===== config.mk =====
export PLATFORM = sky130hd
export DESIGN_NAME = packbits_run_length_decoder_top
export DESIGN_NICKNAME = d
export VERILOG_FILES = /design/src/design/pbdec_pkg.sv /design/src/design/packbits_run_length_decoder_top.sv /design/src/design/pbdec_in_reg.sv /design/src/design/pbdec_core.sv
export SDC_FILE = /design/constraint.sdc
export NUM_CORES = 1
export LEC_CHECK = 0
export BUFFER_PORTS_ARGS = -buffer_cell sky130_fd_sc_hd__buf_2
export CORE_MARGIN = 1
export CORE_UTILIZATION = 50
export DETAILED_ROUTE_END_ITERATION = 8
export PLACE_DENSITY = 0.71
export REMOVE_ABC_BUFFERS = 1
export SETUP_SLACK_MARGIN = 0.15
export SLEW_MARGIN = 20
export SYNTH_ARGS = -nofsm -noshare
export SYNTH_HDL_FRONTEND = slang
export SYNTH_SLANG_ARGS = --single-unit
export TNS_END_PERCENT = 10

===== constraint.sdc =====
create_clock -name clk_i -period 2.5 [get_ports clk_i]
set_input_delay 0.625 -clock clk_i [delete_from_list [all_inputs] [get_ports clk_i]]
set_output_delay 0.625 -clock clk_i [all_outputs]
set_load 0.03 [all_outputs]

===== src/design/pbdec_pkg.sv =====
`timescale 1ns / 1ps

package pbdec_pkg;

  // A header byte with this bit set announces a literal run.
  localparam logic [7:0] RunFlag = 8'h80;
  // Literal count is the header minus this bias.
  localparam logic [7:0] LitBias = 8'd127;

  // Status codes carried in a status result.
  localparam logic StatusOk        = 1'b0;
  localparam logic StatusTruncated = 1'b1;

  // Decoder phase, one-hot.
  typedef enum logic [2:0] {
    PH_HEADER  = 3'b001,
    PH_REPEAT  = 3'b010,
    PH_LITERAL = 3'b100
  } phase_e;

  // One compressed input word.
  typedef struct packed {
    logic [7:0] data_byte;
    logic       end_of_input;
  } item_t;

  // One decoded result word.
  typedef struct packed {
    logic [7:0] out_byte;
    logic [7:0] copies;
    logic       is_status;
    logic       status;
  } result_t;

endpackage


===== src/design/packbits_run_length_decoder_top.sv =====
// A word accepted into the input register is decoded, and its result is
// registered in the output register.
// Throughput: one word per cycle while the output is not stalled, set by the
// input and output registers around one decode step; header words give no result.
// Reset (rst_ni low, asynchronous): both registers empty, header phase.
`timescale 1ns / 1ps

module packbits_run_length_decoder_top
  import pbdec_pkg::*;
(
  input  logic       clk_i,
  input  logic       rst_ni,
  input  logic       in_valid_i,
  output logic       in_stall_o,
  input  logic [7:0] data_byte_i,
  input  logic       end_of_input_i,
  output logic       out_valid_o,
  input  logic       out_stall_i,
  output logic [7:0] out_byte_o,
  output logic [7:0] copies_o,
  output logic       is_status_o,
  output logic       status_o
);

  logic    item_valid;
  item_t   item;
  logic    take;
  result_t result;

  // Input register.
  pbdec_in_reg u_in_reg (
    .clk_i          (clk_i),
    .rst_ni         (rst_ni),
    .in_valid_i     (in_valid_i),
    .in_stall_o     (in_stall_o),
    .data_byte_i    (data_byte_i),
    .end_of_input_i (end_of_input_i),
    .item_valid_o   (item_valid),
    .item_o         (item),
    .take_i         (take)
  );

  // Decode state and output register.
  pbdec_core u_core (
    .clk_i        (clk_i),
    .rst_ni       (rst_ni),
    .item_valid_i (item_valid),
    .item_i       (item),
    .take_o       (take),
    .out_valid_o  (out_valid_o),
    .out_stall_i  (out_stall_i),
    .result_o     (result)
  );

  assign out_byte_o  = result.out_byte;
  assign copies_o    = result.copies;
  assign is_status_o = result.is_status;
  assign status_o    = result.status;

endmodule


===== src/design/pbdec_in_reg.sv =====
`timescale 1ns / 1ps

module pbdec_in_reg
  import pbdec_pkg::*;
(
  input  logic  clk_i,
  input  logic  rst_ni,
  input  logic  in_valid_i,
  output logic  in_stall_o,
  input  logic  [7:0] data_byte_i,
  input  logic  end_of_input_i,
  output logic  item_valid_o,
  output item_t item_o,
  input  logic  take_i
);

  logic  valid_q;
  item_t item_q;
  logic  accept;

  // The register takes a new word whenever it is empty or its word moves on.
  assign in_stall_o = valid_q && !take_i;
  assign accept     = in_valid_i && !in_stall_o;

  always_ff @(posedge clk_i or negedge rst_ni) begin
    if (!rst_ni) begin
      valid_q <= 1'b0;
    end else if (accept) begin
      valid_q <= 1'b1;
    end else if (take_i) begin
      valid_q <= 1'b0;
    end
  end

  // Payload needs no reset.
  always_ff @(posedge clk_i) begin
    if (accept) begin
      item_q.data_byte    <= data_byte_i;
      item_q.end_of_input <= end_of_input_i;
    end
  end

  assign item_valid_o = valid_q;
  assign item_o       = item_q;

endmodule


===== src/design/pbdec_core.sv =====
`timescale 1ns / 1ps

module pbdec_core
  import pbdec_pkg::*;
(
  input  logic    clk_i,
  input  logic    rst_ni,
  input  logic    item_valid_i,
  input  item_t   item_i,
  output logic    take_o,
  output logic    out_valid_o,
  input  logic    out_stall_i,
  output result_t result_o
);

  phase_e     phase_q, phase_d;
  logic [7:0] run_left_q, run_left_d;
  logic       res_valid;
  result_t    res;
  logic       out_valid_q;
  result_t    result_q;
  logic       out_free;

  // Decode one word against the current phase.
  always_comb begin
    phase_d    = phase_q;
    run_left_d = run_left_q;
    res_valid  = 1'b0;
    res        = '0;
    if (item_i.end_of_input) begin
      res_valid     = 1'b1;
      res.is_status = 1'b1;
      res.status    = (phase_q != PH_HEADER) ? StatusTruncated : StatusOk;
      phase_d       = PH_HEADER;
      run_left_d    = '0;
    end else begin
      case (phase_q)
        PH_REPEAT: begin
          res_valid    = 1'b1;
          res.out_byte = item_i.data_byte;
          res.copies   = run_left_q + 8'd1;
          phase_d      = PH_HEADER;
          run_left_d   = '0;
        end
        PH_LITERAL: begin
          res_valid    = 1'b1;
          res.out_byte = item_i.data_byte;
          res.copies   = 8'd1;
          run_left_d   = run_left_q - 8'd1;
          if (run_left_q == 8'd1) begin
            phase_d = PH_HEADER;
          end
        end
        default: begin
          // Header word: sets up the next run and gives no result.
          if ((item_i.data_byte & RunFlag) != 8'd0) begin
            run_left_d = item_i.data_byte - LitBias;
            phase_d    = PH_LITERAL;
          end else begin
            run_left_d = item_i.data_byte;
            phase_d    = PH_REPEAT;
          end
        end
      endcase
    end
  end

  // A word moves on unless it has a result and the output register is held.
  assign out_free = !out_valid_q || !out_stall_i;
  assign take_o   = item_valid_i && (!res_valid || out_free);

  always_ff @(posedge clk_i or negedge rst_ni) begin
    if (!rst_ni) begin
      phase_q    <= PH_HEADER;
      run_left_q <= '0;
    end else if (take_o) begin
      phase_q    <= phase_d;
      run_left_q <= run_left_d;
    end
  end

  // Output register.
  always_ff @(posedge clk_i or negedge rst_ni) begin
    if (!rst_ni) begin
      out_valid_q <= 1'b0;
    end else if (out_free) begin
      out_valid_q <= take_o && res_valid;
    end
  end

  always_ff @(posedge clk_i) begin
    if (take_o && res_valid) begin
      result_q <= res;
    end
  end

  assign out_valid_o = out_valid_q;
  assign result_o    = result_q;

endmodule


# Word level (Yosys, flattened, before mapping)
# Cells that the tools add are included.
# Widths: inputs -> output; s select.
[op_classes]
n_addsub = 3
n_eq_ne = 5
mux = 14
reduce_logical = 14
[ops]
columns = ["cell", "count"]
rows = [
  ["$pmux 16 s2", 1],
  ["$mux 8", 2],
  ["$pmux 8 s2", 1],
  ["$mux 3", 3],
  ["$add 8x1->8 const B", 1],
  ["$eq 8x1->1 const B", 1],
  ["$sub 8x1->8 const B", 1],
  ["$sub 8x7->8 const B", 1],
  ["$pmux 3 s2", 1],
  ["$logic_not 1->1", 5],
  ["$mux 1", 5],
  ["$logic_and 1x1->1", 4],
  ["$eq 3x2->1 const B", 1],
  ["$eq 3x3->1 const B", 1],
  ["$ne 3x1->1 const B", 1],
  ["$ne 3x2->1 const B", 1],
  ["$logic_or 1x1->1", 2],
  ["$mux 2", 1],
  ["$reduce_and 2->1", 1],
  ["$reduce_bool 2->1", 1],
  ["$reduce_or 2->1", 1],
]
[totals]
register_bits = 40
inputBits = 13
out_inout_bits = 20
word_cells = 46

# Longest topological paths before layout
# Gate-level depths: netlist of run 1.
[depth]
word_depth = 12
ltp_mapped = 6

# Modules after synthesis
# A second synthesis of run 1 with hierarchy kept.
[hier_totals]
cells_unflattened = 177
area_unflattened_um2 = 2031.9
[by_module_without_submodules]
columns = ["module", "n_inst", "cells_per_inst", "area_each_um2", "seq_area_each_um2"]
rows = [
  ["pbdec_core", 1, 163, 1704.1, 842.1],
  ["pbdec_in_reg", 1, 14, 327.8, 295.3],
]

# Worst setup path after synthesis of run 1
# No wires, ideal clock.
[synth_path]
path_kind = "register to output"
startpoint = "reg u_core.phase_q[2]"
endpoint = "out in_stall_o"
t_arrival_ns = 1.513
required_ns = 1.875
path_slack_ns = 0.362
stages_incl_launch_ff = 6
n_path_buf = 1
cell_sequence = "dfrtp_1 -> buf_2 -> xnor2_1 -> o21bai_1 -> nand4_1 -> inv_1"
[synth_via]
elab_chain_len = 9
elab_cells_between_ends = 10
classes_between = "2 x eq/ne; 2 x mux; 6 x reduce/logical"
[synth_lines]
columns = ["item", "line", "text"]
rows = [
  ["start, declared", "pbdec_core.sv:16", "phase_e phase_q, phase_d;"],
  ["start signal, assigned", "pbdec_core.sv:77", "phase_q <= phase_d;"],
  ["$eq 3x2->1 / $eq 3x3->1 (equally long branches)", "pbdec_core.sv:37", "case (phase_q)"],
  ["$reduce_or 2->1 (no source line) *", "-", ""],
  ["$mux 1 *", "pbdec_core.sv:37", ""],
  ["$mux 1 *", "pbdec_core.sv:30", "if (item_i.end_of_input) begin"],
  ["$logic_not 1->1 *", "pbdec_core.sv:70", "assign take_o = item_valid_i && (!res_valid || out_free);"],
  ["$logic_or 1x1->1 *", "pbdec_core.sv:70", ""],
  ["$logic_and 1x1->1 *", "pbdec_core.sv:70", ""],
  ["$logic_not 1->1 *", "pbdec_in_reg.sv:22", "assign in_stall_o = valid_q && !take_i;"],
  ["$logic_and 1x1->1 *", "pbdec_in_reg.sv:22", ""],
  ["end, declared", "packbits_run_length_decoder_top.sv:14", "output logic in_stall_o,"],
]
# Mark *: on every way between the ends. The rest lies on a longest branch, timed or not.

# Final worst setup path of run 1
[layout_path]
startpoint = "reg u_core.phase_q[1]"
endpoint = "out in_stall_o"
# Same word-level chain as after synthesis.

==> results.cfg, run 1 <==
[yosys]
yosysUniqueCellTypes = 48
synth_seq_cells = 40
async_reset_ff_frac = 0.3250
synth.cell_area_um2 = 2019
synth_top_area_frac = 0.4015
synth_largest_area_cell = edfxtp_1
postSynthCellCount = 175
synth_top_family_by_area = simple AND/OR/NAND/NOR gates
seq_area_frac_synth = 0.5632
synth_edf_count = 27
synth_compound_gate_area_share = 0.1468
synth_fa_ha_area_frac = 0.02478
yosysMostFrequentCell = edfxtp_1
ys_top_cells_by_count = edfxtp_1, nor2_1, dfrtp_1
yosys-top-cells-area = edfxtp_1, dfrtp_1, xnor2_1
synth_xor_xnor_area_share = 0.05204
syn_area_per_cell_um2 = 11.54
yosys.area_share.simple = 0.1623
synthMuxAreaShare = 0.01239
ys.flop_type = edfxtp_1
yosys_warnings = 0

[clocking]
clock-root-buffer = clkbuf_8
cts_hold_buf = 0
htreeDepth = 2
cts_buffers = 5
post_cts.repair.setup_buffers = 0
cts_tree = yes
clock_latency_ps = 290
clockBufferDepth = 2
clk_pin_slew_ps = 80
clock-sinks = 40

[critical_path]
worstSetupEndpointType = output pin
arrival_ps = 1620
cp_slowest_cell = dfrtp_2
path_class = register to output pin
start_kind = register
path_cells = xnor2_2, o21bai_2, nand4_1, inv_1, buf_2
crit_required_ps = 1880
path_max_fanout = 9
cp_slowest_stage_delay_ps = 480

[grt]
grt_pass1_vias = 1397
grt-ovfl-total = 0
grt_pass1_wl_um = 6534
grt_use_total = 0.2101
grt_max_degree = 19
antenna_found_initial = 0

[floorplan]
die_height_um = 65.55
die_w_um = 65.55
fp.coreArea_um2 = 3771
start_util = 0.5355
die-area_um2 = 4297
fp-row-count = 22
ios = 33

[sta]
rsz0062_at_grt = false
fin_worst_skew_ps = 4.076
min_period_ps = 2241
period_share = 0.8962
finalHoldViolCount = 0
tns_ps = 0
relSlewSlack = 0.4851
drv_slew = 0
max_freq_mhz = 446.3
tightest_slew_ps = 772.3
finalSetupViolCount = 0

[status]
outcome = finished, final reports clean

[drt]
antenna_left = 0
vias = 1475
drtPass1Iterations = 4
drt_iter0_drc = 49
drc = 0
viasPerCell = 5.762
drt-total-wl_um = 3992
routedWlPerCell_um = 15.59

[place]
portBuffers = 32
dp.cells = 248
gp_congestion = 0.9400
dp.final_hpwl_um = 2903

[flow_run]
drv_cap = 0

[finish]
layout.cells.non_filler = 256
areaGrowthSynthToFinish_pct = 15.30
diodes = 0
layout-drive-gt1-share = 0.2596
fillers = 328
nNetsFinal = 224

[pwr]
p_clk_frac = 0.237
power_frac_seq = 0.465
p_comb_frac = 0.298
power_density_nw_per_um2 = 936.1
p_leak_nw = 0.9079
ir_worst_vdd_uv = 478.5
p_switching_uw = 787.4
p_sw_frac = 0.3612
internal_power_mw = 1.392

[min_path]
min_path_type = input pin to asynchronous set/reset pin
==> state kept, by name, indices dropped and copies added (netlist names) <==
name and count:
u_in_reg.item_valid_o 1, u_core.result_o 18, u_core.run_left_q 8, u_core.phase_q 3, u_in_reg.item_o 9, u_core.out_valid_o 1
==> per-layer routing <==
metal | up-vias | routed length [um] | GRT usage
met5 | - | 0 | 0
met4 | 0 | 125 | 0.1250
met3 | 10 | 225 | 0.05556
met2 | 52 | 1908 | 0.3209
met1 | 702 | 1733 | 0.2665
li1 | 711 | - | -
==> worst paths after layout <==
| path | startpoint | slack (ps) | depth (start not counted) | to |
|---|---|---|---|---|
| setup / recovery | u_core.phase_q[1]$_DFFE_PN0P_ | 260 | 5 | in_stall_o |
| hold / removal | rst_ni | 210 | 1 | u_core.run_left_q[5]$_DFFE_PN0P_ |
| setup reg to reg | u_core.phase_q[1]$_DFFE_PN0P_ | 380 | 3 | u_core.result_o[2]$_SDFFCE_PP0P_ |
| hold reg to reg | u_core.run_left_q[7]$_DFFE_PN0P_ | 570 | 2 | u_core.run_left_q[7]$_DFFE_PN0P_ |
| max in group asynchronous | rst_ni | 2010 | 1 | u_core.phase_q[0]$_DFFE_PN1P_ |
| min in group clk_i | data_byte_i[0] | 500 | 1 | u_in_reg.item_o[1]$_DFFE_PP_ |
==> kinds of logic (layout without fill, tap and decap cells) <==
group,count (synthesis),after routing
buf+inv,16,49
compound gates,39,39
flops,40,40
xor+xnor,12,12
fa+ha+maj,4,4
mux,2,2
simple gates,62,62
==> stage by stage <==
step                      hold WS [ps]  setup WS [ps]  total power [mW]  cell area (um2)    util
after global routing             222.9          160.8             2.292             2328  0.6175
after CTS                        218.9          220.4             2.183             2326  0.6168
after floorplan                  329.4          386.9             1.455             1968       -
after global placement           527.2          344.9             1.640             2203  0.5843
final                            209.4          259.4             2.180             2328  0.6175
after detailed placement         536.3          202.3             1.656             2203  0.5843
==> worst max-delay path: cells and delay by family, from the launching register on <==
family                    cells  cell delay [ps]
DFF                           1              480
AOI/OAI and AO/OA             1              210
and+or+nand+nor               1              160
xor gates and xnor gates      1              220
buffers and inverters         2              260
==> repair_timing <==
item	4_1_cts	5_1_grt
endpoints found under the hold margin	0	0
gates cloned	0	0
gates resized for setup	2	2
endpoints found under the setup margin	1	1
==> cell usage in the layout, fill, tap and decap left out, drive strengths merged, types with 2 or more instances in the layout <==
| cell | count |
|---|---|
| nand4 | 4 |
| ha | 4 |
| a21oi | 5 |
| dfrtp | 12 |
| nor2 | 15 |
| and2 | 3 |
| nor3 | 6 |
| edfxtp | 27 |
| nand3 | 6 |
| o22ai | 3 |
| clkbuf | 5 |
| xor2 | 5 |
| a31oi | 3 |
| or3 | 2 |
| xnor2 | 7 |
| o311ai | 2 |
| a22o | 4 |
| buf | 34 |
| o21ai | 11 |
| o41ai | 2 |
| inv | 7 |
| nand2 | 10 |
| nor2b | 8 |
==> power by group through the flow <==
stage,registers [mW],logic [mW],clock network (mW)
CTS,1.01,0.650,0.526
detailed placement,1.02,0.640,0
finish,1.01,0.650,0.516
floorplan,1.07,0.383,0
global route,1.04,0.706,0.549
global placement,1.01,0.632,0
==> final cells by class <==
type                    count  area, um2  area share
repair buffers             34      175.2     0.07523
clock buffers               5      68.82     0.02955
inverters                   7      26.28     0.01128
clock inverters             3      42.54     0.01827
well taps                  48      60.06     0.02579
flip-flops and latches     40       1140      0.4895
multi-input cells         119      815.8      0.3503
Power figures use the tool's default switching activity.
==> run 2, diff against run 1 <==
Settings changed: ABC_AREA set to 1.
==> run 2 against run 1 <==
Net effect:
- clock skew is essentially flat
- sequential share of layout area is 1.8 points lower
- critical path type unchanged
- worst setup slack improved by 130 ps
- total power is 11% higher
- hold slack barely moved
- register-to-register slack better by 300 ps
- clock power down 3%
- critical endpoint unchanged
- final area increased by 3.7%
- sequential power about the same
- first-iteration DRC count did not move
==> results.cfg, run 2 <==
[status]
outcome = finished, final reports clean

[critical_path]
cp_slowest_stage_delay_ps = 440
arrival_ps = 1490
path_cells = nor2_2, nand2_4, nand3_4, nand2_8, nor2_1, buf_2
cp_slowest_cell = dfrtp_1
path_max_fanout = 6
crit_required_ps = 1880
start_kind = register
worstSetupEndpointType = output pin
path_class = register to output pin

[sta]
max_freq_mhz = 473.8
tns_ps = 0
min_period_ps = 2111
fin_ws_ps = 389.5
finalHoldViolCount = 0
finalSetupViolCount = 0
period_share = 0.8442
drv_slew = 0
tightest_slew_ps = 325.3
fin_worst_skew_ps = 4.263
relSlewSlack = 0.7813
timing.hold.ws_ps = 209.8
rsz0062_at_grt = false

[place]
portBuffers = 32
gp_congestion = 0.8865
pre_cts_ws_ps = 616.1
dp.final_hpwl_um = 2944

[yosys]
yosysUniqueCellTypes = 31
ys.flop_type = edfxtp_1
synth_top_family_by_area = simple AND/OR/NAND/NOR gates
ys_top_cells_by_count = nand2_1, inv_1, edfxtp_1
synth_edf_count = 27
yosysMostFrequentCell = nand2_1
synth_fa_ha_area_frac = 0.02404
synth_xor_xnor_area_share = 0.02524
async_reset_ff_frac = 0.3250
yosys_warnings = 0
synth_compound_gate_area_share = 0.05469
seq_area_frac_synth = 0.5463
yosys.area_share.simple = 0.2879
synth.cell_area_um2 = 2082
syn_area_per_cell_um2 = 9.421
postSynthCellCount = 221
synth_largest_area_cell = edfxtp_1
synthMuxAreaShare = 0
yosys-top-cells-area = edfxtp_1, dfrtp_1, nand2_1
synth_seq_cells = 40
synth_top_area_frac = 0.3894

[clocking]
htreeDepth = 2
clk_pin_slew_ps = 70
clock-root-buffer = clkbuf_8
clock-sinks = 40
cts_tree = yes
cts_hold_buf = 0
cts_buffers = 5
post_cts.repair.setup_buffers = 0
cts_resized = 0
clockBufferDepth = 2
clock_latency_ps = 290

[drt]
routedWlPerCell_um = 12.23
viasPerCell = 4.949
drtPass1Iterations = 4
drt_iter0_drc = 49
drc = 0
drt-total-wl_um = 3804
vias = 1539
antenna_left = 0

[floorplan]
ios = 33
fp.coreArea_um2 = 4000
fp-row-count = 23
die_height_um = 66.53
start_util = 0.5205
die_w_um = 66.53
die-area_um2 = 4426

[finish]
final_common_cell = nand2_1
layout_common_cells = nand2_1, buf_2, inv_1
areaGrowthSynthToFinish_pct = 15.93
nNetsFinal = 277
multi_input_area_um2 = 815.8
regArea_um2 = 1137
diodes = 0
layout-drive-gt1-share = 0.2146
fillers = 358
largest_register_ffs = 18

[min_path]
min_path_type = input pin to asynchronous set/reset pin

[pwr]
ir_worst_vdd_uv = 510.7
total_power_mw = 2.430
power_density_nw_per_um2 = 1007
p_leak_nw = 1.117

[grt]
grt_max_degree = 19
antenna_found_initial = 0
grt_use_total = 0.1965
grt_pass1_wl_um = 6161
grt_pass1_vias = 1351
grt-ovfl-total = 0

[flow_run]
drv_cap = 0
run 2: cell types whose count changed after synthesis, moves of 5 or more:
cell      before  now
clkbuf_1       5    0
inv_1          7   28
nor2_1        14   23
nand3_1        6   20
xnor2_1        7    2
nand2_1       10   50
nor2b_1        8    0
run 2: power breakdown:
| part | switching, mW | internal, mW |
|---|---|---|
| combinational | 0.606 | 0.286 |
| clock | 0.207 | 0.290 |
| sequential | 0.156 | 0.883 |
run 2: kinds of logic after synthesis:
logic type / after synthesis
fa+ha+maj: 4
xor+xnor: 6
flops: 40
buf+inv: 33
compound gates: 21
simple gates: 117
run 2: path summary, 6_finish.rpt:
kind / from / slack, ps / cells after the start / to
min in group clk_i: u_core.out_valid_o$_DFFE_PN0P_ / 510 / 2 / u_core.out_valid_o$_DFFE_PN0P_
min reg2reg: u_core.out_valid_o$_DFFE_PN0P_ / 510 / 2 / u_core.out_valid_o$_DFFE_PN0P_
max in group asynchronous: rst_ni / 2010 / 1 / u_core.phase_q[0]$_DFFE_PN1P_
min: rst_ni / 210 / 1 / u_core.run_left_q[7]$_DFFE_PN0P_
max: u_core.phase_q[1]$_DFFE_PN0P_ / 390 / 6 / in_stall_o
max reg2reg: u_core.phase_q[0]$_DFFE_PN1P_ / 680 / 9 / u_core.result_o[9]$_SDFFCE_PP0P_
run 2: cell type report:
| cell class | instances | area share |
|---|---|---|
| multi-input combinational | 148 | 0.3380 |
| clock inverter | 3 | 0.01555 |
| sequential | 40 | 0.4712 |
| tap | 50 | 0.02592 |
| inverter | 31 | 0.04821 |
| clock buffer | 5 | 0.02851 |
| timing repair buffer | 34 | 0.07258 |
run 2: metal layers:
| layer | global-route usage | vias to the layer above | share of wire |
|---|---|---|---|
| met5 | 0 | - | 0 |
| met4 | 0.06117 | 0 | 0.015 |
| met3 | 0.04966 | 7 | 0.040 |
| met2 | 0.3112 | 39 | 0.46 |
| met1 | 0.2645 | 681 | 0.49 |
| li1 | - | 812 | - |
run 2: worst max-delay path: cells and delay by family (launching register included):
kind,cells,cell delay [ps]
buffers and inverters,1,200
DFF,1,440
and+or+nand+nor,5,560
run 2: through the flow:
step | cells | cell area (um2) | utilization
2_1_floorplan | 219 | 2069 | -
3_3_place_gp | 303 | 2307 | 0.5768
3_5_place_dp | 303 | 2307 | 0.5768
4_1_cts | 311 | 2414 | 0.6034
5_1_grt | 311 | 2414 | 0.6034
6_report | 311 | 2414 | 0.6034
